`src/sv/idr_pkg.sv`:
```
package idr_pkg;
    localparam int unsigned ExpW  = 11;
    localparam int unsigned MantW = 53;
    localparam logic [63:0] QNAN  = 64'h7FF8_0000_0000_0000;
    localparam logic [10:0] ExpAll = 11'h7FF;

    typedef struct packed {
        logic load;   // capture operands, set up division
        logic step;   // one shift-subtract iteration
        logic fin;    // final compare and round-to-even fix-up
        logic norm;   // one normalize shift
        logic pack;   // build result word
    } t_cmd;

    typedef struct packed {
        logic special;   // result settled at load
        logic div_done;  // no iterations left
        logic norm_done; // zero, normalized, or minimum scale reached
    } t_sts;
endpackage

```
`src/sv/ieee_double_remainder_unit.sv`:
```
// IEEE 754 binary64 remainder (x - n*y, n nearest x/y, ties to even), exact.
// One word at a time: after acceptance the word is loaded and checked, then runs
// the single shift-subtract loop over the exponent difference, the final rounding
// step, the normalize shifts and packing; the result is then held until taken.
// Special cases go from the check state straight to the output state.
// NaN operands, zero y or infinite x give the default quiet NaN with the invalid
// flag; infinite y returns x.
module ieee_double_remainder_unit
    import idr_pkg::*;
(
    input  logic        i_clk,
    input  logic        i_rst_n,
    input  logic        i_valid,
    output logic        o_ready,
    input  logic [63:0] i_dividend_bits,
    input  logic [63:0] i_divisor_bits,
    output logic        o_valid,
    input  logic        i_ready,
    output logic [63:0] o_remainder_bits,
    output logic        o_invalid_flag
);
    t_cmd cmd;
    t_sts sts;

    idr_ctrl u_ctrl (
        .i_clk(i_clk), .i_rst_n(i_rst_n), .i_valid(i_valid), .o_ready(o_ready),
        .o_valid(o_valid), .i_ready(i_ready), .i_sts(sts), .o_cmd(cmd)
    );

    idr_datapath u_dp (
        .i_clk(i_clk), .i_dividend_bits(i_dividend_bits),
        .i_divisor_bits(i_divisor_bits), .i_cmd(cmd), .o_sts(sts),
        .o_remainder_bits(o_remainder_bits), .o_invalid_flag(o_invalid_flag)
    );
endmodule

```
`src/sv/idr_datapath.sv`:
```
module idr_datapath
    import idr_pkg::*;
(
    input  logic        i_clk,
    input  logic [63:0] i_dividend_bits,
    input  logic [63:0] i_divisor_bits,
    input  t_cmd        i_cmd,
    output t_sts        o_sts,
    output logic [63:0] o_remainder_bits,
    output logic        o_invalid_flag
);
    logic [63:0] r_x, n_x;
    logic [63:0] r_res, n_res;
    logic        r_inv, n_inv;
    logic        r_special, n_special;
    logic [63:0] r_m, n_m;
    logic [63:0] r_big, n_big;
    logic [52:0] r_my, n_my;
    logic [11:0] r_cnt, n_cnt;
    logic [10:0] r_scale, n_scale;
    logic        r_sign, n_sign;

    logic [10:0] fx, fy;
    logic [51:0] tx, ty;
    logic [10:0] ex, ey;
    logic [52:0] mx, my;
    logic [63:0] m_sub, m2;
    logic        ge;
    logic [63:0] fin_m;
    logic [63:0] fin_m2;
    logic        fin_odd;

    assign fx = i_dividend_bits[62:52];
    assign fy = i_divisor_bits[62:52];
    assign tx = i_dividend_bits[51:0];
    assign ty = i_divisor_bits[51:0];
    assign ex = (fx == '0) ? 11'd1 : fx;
    assign ey = (fy == '0) ? 11'd1 : fy;
    assign mx = {(fx != '0), tx};
    assign my = {(fy != '0), ty};

    // the partial remainder is kept as a full 64-bit word and wraps at that width
    assign ge    = r_m >= {11'd0, r_my};
    assign m_sub = ge ? (r_m - {11'd0, r_my}) : r_m;
    assign m2    = {r_m[62:0], 1'b0};

    // datapath registers
    always_comb begin
        n_x = r_x; n_res = r_res; n_inv = r_inv; n_special = r_special;
        n_m = r_m; n_big = r_big; n_my = r_my; n_cnt = r_cnt;
        n_scale = r_scale; n_sign = r_sign;
        fin_m = r_m;
        fin_m2 = '0;
        fin_odd = 1'b0;
        if (i_cmd.load) begin
            n_x = i_dividend_bits;
            n_sign = i_dividend_bits[63];
            n_my = my;
            n_inv = 1'b0;
            n_special = 1'b1;
            n_m = {11'd0, mx};
            n_res = i_dividend_bits;
            if ((fx == ExpAll) || ((fy == ExpAll) && (ty != '0)) ||
                    ((fy == '0) && (ty == '0))) begin
                n_res = QNAN;
                n_inv = 1'b1;
            end else if (fy == ExpAll) begin
                n_res = i_dividend_bits;
            end else if (ex >= ey) begin
                n_special = 1'b0;
                n_cnt = {1'b0, ex - ey};
                n_big = {11'd0, my};
                n_scale = ey;
            end else if (ey == ex + 11'd1) begin
                // quotient zero or one: mark counter as "no division, not odd"
                n_special = 1'b0;
                n_cnt = '1;
                n_big = {10'd0, my, 1'b0};
                n_scale = ex;
            end
        end else if (i_cmd.step) begin
            n_m = {m_sub[62:0], 1'b0};
            n_cnt = r_cnt - 12'd1;
        end else if (i_cmd.fin) begin
            // last subtract gives quotient parity, then round to nearest even
            if (r_cnt == 12'd0 && ge) begin
                fin_m   = r_m - {11'd0, r_my};
                fin_odd = 1'b1;
            end
            fin_m2 = {fin_m[62:0], 1'b0};
            if ((fin_m2 > r_big) || ((fin_m2 == r_big) && fin_odd)) begin
                fin_m = r_big - fin_m;
                if (fin_m != '0) n_sign = ~r_sign;
            end
            n_m = fin_m;
        end else if (i_cmd.norm) begin
            n_m = m2;
            n_scale = r_scale - 11'd1;
        end else if (i_cmd.pack) begin
            if (r_m == '0)
                n_res = {r_x[63], 63'd0};
            else if (r_m[63:52] != '0)
                n_res = {r_sign, r_scale, r_m[51:0]};
            else
                n_res = {r_sign, 11'd0, r_m[51:0]};
        end
    end

    always_ff @(posedge i_clk) begin
        r_x <= n_x; r_res <= n_res; r_inv <= n_inv; r_special <= n_special;
        r_m <= n_m; r_big <= n_big; r_my <= n_my; r_cnt <= n_cnt;
        r_scale <= n_scale; r_sign <= n_sign;
    end

    assign o_sts.special   = r_special;
    assign o_sts.div_done  = (r_cnt == 12'd0) || (r_cnt == '1);
    assign o_sts.norm_done = (r_m == '0) || (r_m[63:52] != '0) || (r_scale <= 11'd1);
    assign o_remainder_bits = r_res;
    assign o_invalid_flag   = r_inv;
endmodule

```
`src/sv/idr_ctrl.sv`:
```
module idr_ctrl
    import idr_pkg::*;
(
    input  logic i_clk,
    input  logic i_rst_n,
    input  logic i_valid,
    output logic o_ready,
    output logic o_valid,
    input  logic i_ready,
    input  t_sts i_sts,
    output t_cmd o_cmd
);
    localparam logic [2:0] S_IDLE = 3'd0, S_CHK = 3'd1, S_DIV = 3'd2,
                           S_FIN = 3'd3, S_NORM = 3'd4, S_PACK = 3'd5,
                           S_OUT = 3'd6;
    logic [2:0] r_state, n_state;

    assign o_ready = (r_state == S_IDLE);
    assign o_valid = (r_state == S_OUT);

    // sequence one word through the datapath
    always_comb begin
        n_state = r_state;
        o_cmd = '0;
        unique case (r_state)
            S_IDLE: if (i_valid) begin
                o_cmd.load = 1'b1;
                n_state = S_CHK;
            end
            S_CHK:  n_state = i_sts.special ? S_OUT : S_DIV;
            S_DIV:  if (i_sts.div_done) n_state = S_FIN;
                    else o_cmd.step = 1'b1;
            S_FIN: begin
                o_cmd.fin = 1'b1;
                n_state = S_NORM;
            end
            S_NORM: if (i_sts.norm_done) n_state = S_PACK;
                    else o_cmd.norm = 1'b1;
            S_PACK: begin
                o_cmd.pack = 1'b1;
                n_state = S_OUT;
            end
            S_OUT:  if (i_ready) n_state = S_IDLE;
            default: n_state = S_IDLE;
        endcase
    end

    always_ff @(posedge i_clk) begin
        if (!i_rst_n) r_state <= S_IDLE;
        else r_state <= n_state;
    end

    a_hold: assert property (@(posedge i_clk) disable iff (!i_rst_n)
        (o_valid && !i_ready) |=> o_valid) else $error("result dropped");
    a_excl: assert property (@(posedge i_clk) disable iff (!i_rst_n)
        !(o_ready && o_valid)) else $error("ready while result pending");
    a_cmd: assert property (@(posedge i_clk) disable iff (!i_rst_n)
        $onehot0(o_cmd)) else $error("multiple commands");
endmodule

```
`config.mk`:
```
export PLATFORM = sky130hd
export DESIGN_NAME = ieee_double_remainder_unit
export DESIGN_NICKNAME = d
export VERILOG_FILES = /design/src/sv/idr_pkg.sv /design/src/sv/ieee_double_remainder_unit.sv /design/src/sv/idr_datapath.sv /design/src/sv/idr_ctrl.sv
export SDC_FILE = /design/constraint.sdc
export NUM_CORES = 1
export LEC_CHECK = 0
export ABC_CLOCK_PERIOD_IN_PS = 15750
export BUFFER_PORTS_ARGS = -buffer_cell sky130_fd_sc_hd__buf_2
export CAP_MARGIN = 10
export CORE_MARGIN = 3
export CORE_UTILIZATION = 45
export DETAILED_ROUTE_END_ITERATION = 7
export GPL_ROUTABILITY_DRIVEN = 1
export HOLD_SLACK_MARGIN = 0.02
export PLACE_DENSITY = 0.74
export SLEW_MARGIN = 20
export SYNTH_ARGS = -nofsm -noshare
export SYNTH_HDL_FRONTEND = slang
export SYNTH_SLANG_ARGS = --single-unit
```
`constraint.sdc`:
```
create_clock -name i_clk -period 15.75 [get_ports i_clk]
set_clock_uncertainty 0.1 [all_clocks]
set_input_delay 4.725 -clock i_clk [delete_from_list [all_inputs] [get_ports i_clk]]
set_output_delay 4.725 -clock i_clk [all_outputs]
set_load 0.05 [all_outputs]
```
# Word level (Yosys, flattened, before mapping)
# Index checks and enable logic that the tools add are counted.
[op_classes]
order_cmp = 4
n_addsub = 6
n_reduce_logical = 37
bitwise = 3
n_mux = 62
eq_ne = 21
[ops]
columns = ["cell", "count"]
rows = [
  ["$mux 64", 15],
  ["$mux 63", 2],
  ["$mux 11", 10],
  ["$mux 53", 2],
  ["$mux 12", 6],
  ["$eq 64x54->1", 1],
  ["$ge 64x53->1", 1],
  ["$gt 64x54->1", 1],
  ["$logic_not 64->1", 1],
  ["$reduce_bool 64->1", 1],
  ["$sub 54x64->64", 1],
  ["$sub 64x53->64", 1],
  ["$mux 54", 1],
  ["$logic_not 52->1", 1],
  ["$reduce_bool 52->1", 1],
  ["$eq 11x11->1 const B", 2],
  ["$logic_not 11->1", 2],
  ["$reduce_bool 11->1", 2],
  ["$pmux 3 s7", 1],
  ["$mux 1", 20],
  ["$reduce_and 4->1", 5],
  ["$mux 3", 5],
  ["$reduce_bool 2->1", 7],
  ["$eq 12x12->1 const B", 1],
  ["23 further kinds", 43],
]
[word_totals]
output_inout_bits = 67
reg_bits = 328

# Logic depth before layout (Yosys ltp)
[depth]
ltp_word = 13
depth_mapped = 38
depth_no_buf = 36

# Cells and area by module
# Synthesis repeated with hierarchy kept, for this count alone.
[unflattened]
cells_unflattened = 3176
hier_area_um2 = 26177.6
[by_module_without_submodules]
columns = ["mod", "area_each_um2", "n_inst", "cells_per_inst"]
rows = [
  ["idr_datapath", 25941.1, 1, 3150],
  ["idr_ctrl", 236.5, 1, 26],
]

# Worst setup path before layout
# Ideal clock, no wire load.
[synth_path]
kind = "input to register"
start = "in i_dividend_bits[56]"
end = "reg u_dp.r_big[0], enable pin"
arrival_time_ns = 9.870
required_time_ns = 15.184
setup_slack_ns = 5.314
stages = 21
path_cell_list = "clkbuf_1 > nor4_1 > a31oi_1 > ha_1 > nor2b_1 > o21ai_0 > nand2b_1 > and2_1 > o21ai_0 > nand2_1 > and2_1 > o21ai_0 > nand2_1 > and2_1 > o21ai_0 > a21oi_1 > o21ai_0 > nand2_1 > clkbuf_1 > o21ai_0 > nor2_1"
[synth_via]
elab_chain_cells = 6
[synth_rtl]
columns = ["item", "line", "rtl"]
rows = [
  ["start: declaration", "ieee_double_remainder_unit.sv:15", "input logic [63:0] i_dividend_bits,"],
  ["$logic_not 11->1", "idr_datapath.sv:37", "assign ex = (fx == '0) ? 11'd1 : fx;"],
  ["$mux 11", "idr_datapath.sv:37", ""],
  ["$add 11x1->11", "idr_datapath.sv:74", "end else if (ey == ex + 11'd1) begin"],
  ["$eq 11x11->1", "idr_datapath.sv:74", ""],
  ["$reduce_bool 2->1 (no line)", "n/a", ""],
  ["$reduce_and 4->1 (no line) (*)", "n/a", ""],
  ["end signal: assignment", "idr_datapath.sv:111", "r_m <= n_m; r_big <= n_big; r_my <= n_my; r_cnt <= n_cnt;"],
  ["end: declaration", "idr_datapath.sv:17", "logic [63:0] r_big, n_big;"],
]
# Every way passes the cells marked *; elsewhere a longest branch is shown, timed or not.
# A chain may end at the register's enable or synchronous reset.

# Worst setup path after layout
[layout_path]
start = "in i_divisor_bits[61]"
end = "reg u_dp.r_big[32], enable pin"
[layout_via]
elab_chain_cells = 6
[layout_rtl]
columns = ["item", "line", "rtl"]
rows = [
  ["start: declaration", "ieee_double_remainder_unit.sv:16", "input logic [63:0] i_divisor_bits,"],
  ["branches (longest 5 deep; another with $ge 11x11->1)", "n/a", ""],
  ["$reduce_and 4->1 (no line) (*)", "n/a", ""],
]
# Every way passes the cells marked *.

==> flow_metrics.tcl <==
set metrics [dict create \
    drt_wl_total_um 98640 \
    fin_util_pct 50.91 \
    p_per_area_mw_per_mm2 230.2 \
    synth_flop_cell "edfxtp_1" \
    h-tree-depth 2 \
    synth_edf_count 251 \
    reg2reg_slack_ns 5.97 \
    grt-ovfl-total 0 \
    grt_max_degree 77 \
    synthArstFlopShare_pct 0 \
    drv_slew 0 \
    status "completed" \
    worstPathRequired_ns 15.92 \
    cp_slowest_stage_delay_ns 0.72 \
    syn_avg_cell_area_sq_um 8.201 \
    dieArea_sq_mm 0.06118 \
    cts.path.max_buffers 3 \
    syn_area_sq_mm 0.02621 \
    cts_buffers 34 \
    cp_max_fo 76 \
    initial_utilization_pct 45.95 \
    slowest_stage "nor4_1" \
    worstSetupPathType "input port to register" \
    route.detailed.drc 0 \
    port_buffers 197 \
    antenna_found_initial 2 \
    vias 26462 \
    ys_seq_area_share_pct 29.82 \
    finalSetupViolCount 0 \
    wire_per_inst_um 24.13 \
    drtIter0Drc 3173 \
    end_kind "register" \
    layout.nets 3569 \
    period_needed_ns 10.38 \
    layout-drive-gt1-share_pct 12.98 \
    gp_congestion 0.9894 \
    min-delay-start "u_dp.r_m[63]" \
    min_path_type "register to register" \
    postCtsSetupRepairBufs 0 \
    reg2reg_depth 34 \
    cts_root_buf "clkbuf_16" \
    fmax_mhz 96.36 \
    syn_to_final_growth_pct 10.78 \
    synth-seq-cells 265 \
    dr.pass1.iters 7 \
    synth_cells 3196 \
    ys_types 116 \
    drv_cap 0 \
    die_x_um 247.3 \
    yosysWarnings 0 \
    arrival_ns 10.55 \
    antenna_left 0 \
    ioPinCount 199 \
    core_area_sq_mm 0.05704 \
    p_leak_uw 0.01169 \
    grt_pass1_wl_um 147900 \
    cts-resized-gates 0 \
    peakVddDrop_uv 138.0 \
    row_count 87 \
    period_share_pct 65.89 \
    track_usage_pct 31.28 \
    min_to "u_dp.r_m[63]" \
    tns_ns 0 \
    tritoncts "yes" \
    cpMostUsedCell "o21ai_0" \
    slew_headroom_pct 9.474 \
    tightest_slew_ns 1.344 \
    dpl.hpwl_um 73800 \
    holdPathStages 2 \
    setup.worst_path.start_class "input port" \
    r2r_start "u_dp.r_m[5]" \
    synth_nets 3462 \
    grt_setup_unrepaired "false" \
    clkSlewWorstSetupHoldPaths_ns 0.06 \
    worstSkewPairLatency_ns 0.59 \
    postCtsHoldBufs 0 \
    grt_pass1_vias 24695 \
    final_hold_viol_count 0 \
    path_cells "buf_2, nor4_1, nand2_1, nor4_1, or2_2, ha_1, nor2b_1, o21ai_0, nand2b_1, and2_1, o21ai_0, nand2_1, and2_1, o21ai_0, nand2_1, and2_1, o21ai_0, a21oi_1, o21ai_0, nand2_4, buf_4, o21ai_0, nor2_4, buf_4" \
    vias_per_cell 6.475 \
    r2r-end "u_dp.r_sign" \
    die_h_um 247.3 \
    cts_num_sinks 265 \
]
[registers in the layout (all words and copies together) (netlist names)]
register and count:
u_dp.o_invalid_flag 1, u_ctrl.r_state 3, u_dp.r_big 54, u_dp.o_remainder_bits 64, u_dp.r_scale 11, u_dp.r_sign 1
u_dp.r_my 53, u_dp.r_m 64, u_dp.r_x 1, u_dp.r_cnt 12, u_dp.r_special 1
[Yosys cell counts, types with 14 or more instances]
cell type  number  area share [%]
a211oi_1       42             1.2
a21o_1         69             2.0
a21oi_1       273             5.2
a31oi_1        41            0.98
and2_1         35            0.84
and3_1         33            0.79
clkbuf_1      135             1.9
dfxtp_1        14             1.1
edfxtp_1      251              29
ha_1          132             6.3
inv_1         221             3.2
maj3_1         45             1.7
mux2_2         56             2.4
mux2i_1        73             2.8
nand2_1       299             4.3
nand2b_1       25            0.60
nand3_1        73             1.4
nand4_1        62             1.5
nor2_1        272             3.9
nor2b_1        19            0.45
nor3_1         67             1.3
nor4_1         68             1.6
o211ai_1       38             1.1
o21a_1         20            0.57
o21ai_0       182             3.5
o21ai_1        16            0.31
o21bai_1       14            0.40
o221ai_1       53             1.8
o22ai_1        22            0.53
or2_2          15            0.36
or3_1          41            0.98
or4_1          17            0.49
xnor2_1       133             4.4
xor2_1         56             1.9
[layout make-up]
| class | instances | area (sq um) |
|---|---|---|
| Fill cell | 5529 | 28000 |
| Multi-Input combinational cell | 2539 | 16950 |
| Sequential cell | 265 | 7818 |
| Timing Repair Buffer | 236 | 1279 |
| Tap cell | 756 | 945.9 |
| Clock buffer | 36 | 858.3 |
| Inverter | 227 | 857.1 |
| Clock inverter | 25 | 327.8 |
| Antenna cell | 3 | 7.507 |
[kinds of logic after synthesis]
| group | synth area share, % |
|---|---|
| xor+xnor | 6.315 |
| fa+ha+maj | 8.301 |
| simple gates | 20.54 |
| mux | 5.194 |
| compound gates | 24.05 |
| buf+inv | 5.776 |
| flops | 29.82 |
[critical path: cells and delay by family]
| kind | cells | cell delay, ns |
|---|---|---|
| buf+inv | 3 | 1.00 |
| compound gates | 7 | 2.09 |
| simple gates | 13 | 2.48 |
| fa+ha+maj | 1 | 0.19 |
[power breakdown]
group	leakage, uW	switching, uW	total [uW]	internal [uW]
clock network	0.000570	367	858	491
logic	0.00864	2950	4470	1520
registers	0.00248	266	1350	1090
total	0.0117	3580	6680	3100
[how the worst max path moves through the flow]
stage	start	to	slack, ns	cells after the start
CTS	i_divisor_bits[53]	u_dp.r_big[32]	5.46	24
global placement	i_divisor_bits[53]	u_dp.r_big[25]	5.08	24
floorplan	i_dividend_bits[56]	u_dp.r_big[0]	5.31	21
detailed placement	i_divisor_bits[53]	u_dp.r_big[25]	4.85	24
finish	i_divisor_bits[61]	u_dp.r_big[32]	5.37	24
global route	i_divisor_bits[59]	u_dp.r_big[32]	4.89	24
[cells in the final DEF (no fill, tap or decap), drive strengths merged, types with 62 or more instances in the layout]
| cell type | synthesis | routed |
|---|---|---|
| a21o | 69 | 69 |
| a21oi | 279 | 279 |
| buf | 30 | 236 |
| edfxtp | 251 | 251 |
| ha | 132 | 132 |
| inv | 225 | 231 |
| mux2i | 73 | 73 |
| nand2 | 300 | 300 |
| nand3 | 73 | 73 |
| nand4 | 62 | 62 |
| nor2 | 276 | 276 |
| nor3 | 69 | 69 |
| nor4 | 71 | 71 |
| o21ai | 200 | 200 |
| xnor2 | 133 | 133 |
[per-stage QoR]
step / hold WS, ns / setup slack (ns) / area, sq um / total power, uW / cells
floorplan: 0.3814 / 5.314 / 26210 / 4459 / 3196
global placement: 0.4068 / 5.083 / 27840 / 5644 / 4023
detailed placement: 0.4100 / 4.849 / 27840 / 5668 / 4023
CTS: 0.4169 / 5.456 / 29030 / 6548 / 4084
global route: 0.4767 / 4.891 / 29030 / 7087 / 4084
finish: 0.4265 / 5.372 / 29040 / 6684 / 4087
[routing by layer]
| metal | part of all wire [%] | global-route usage [%] | vias to the layer above |
|---|---|---|---|
| met3 | 11 | 6.677 | 245 |
| met1 | 42 | 43.28 | 12509 |
| li1 | - | - | 12199 |
| met4 | 4.1 | 12.29 | 4 |
| met2 | 43 | 47.75 | 1505 |
| met5 | 0.027 | 0 | - |
(Power assumes the default switching activity.)
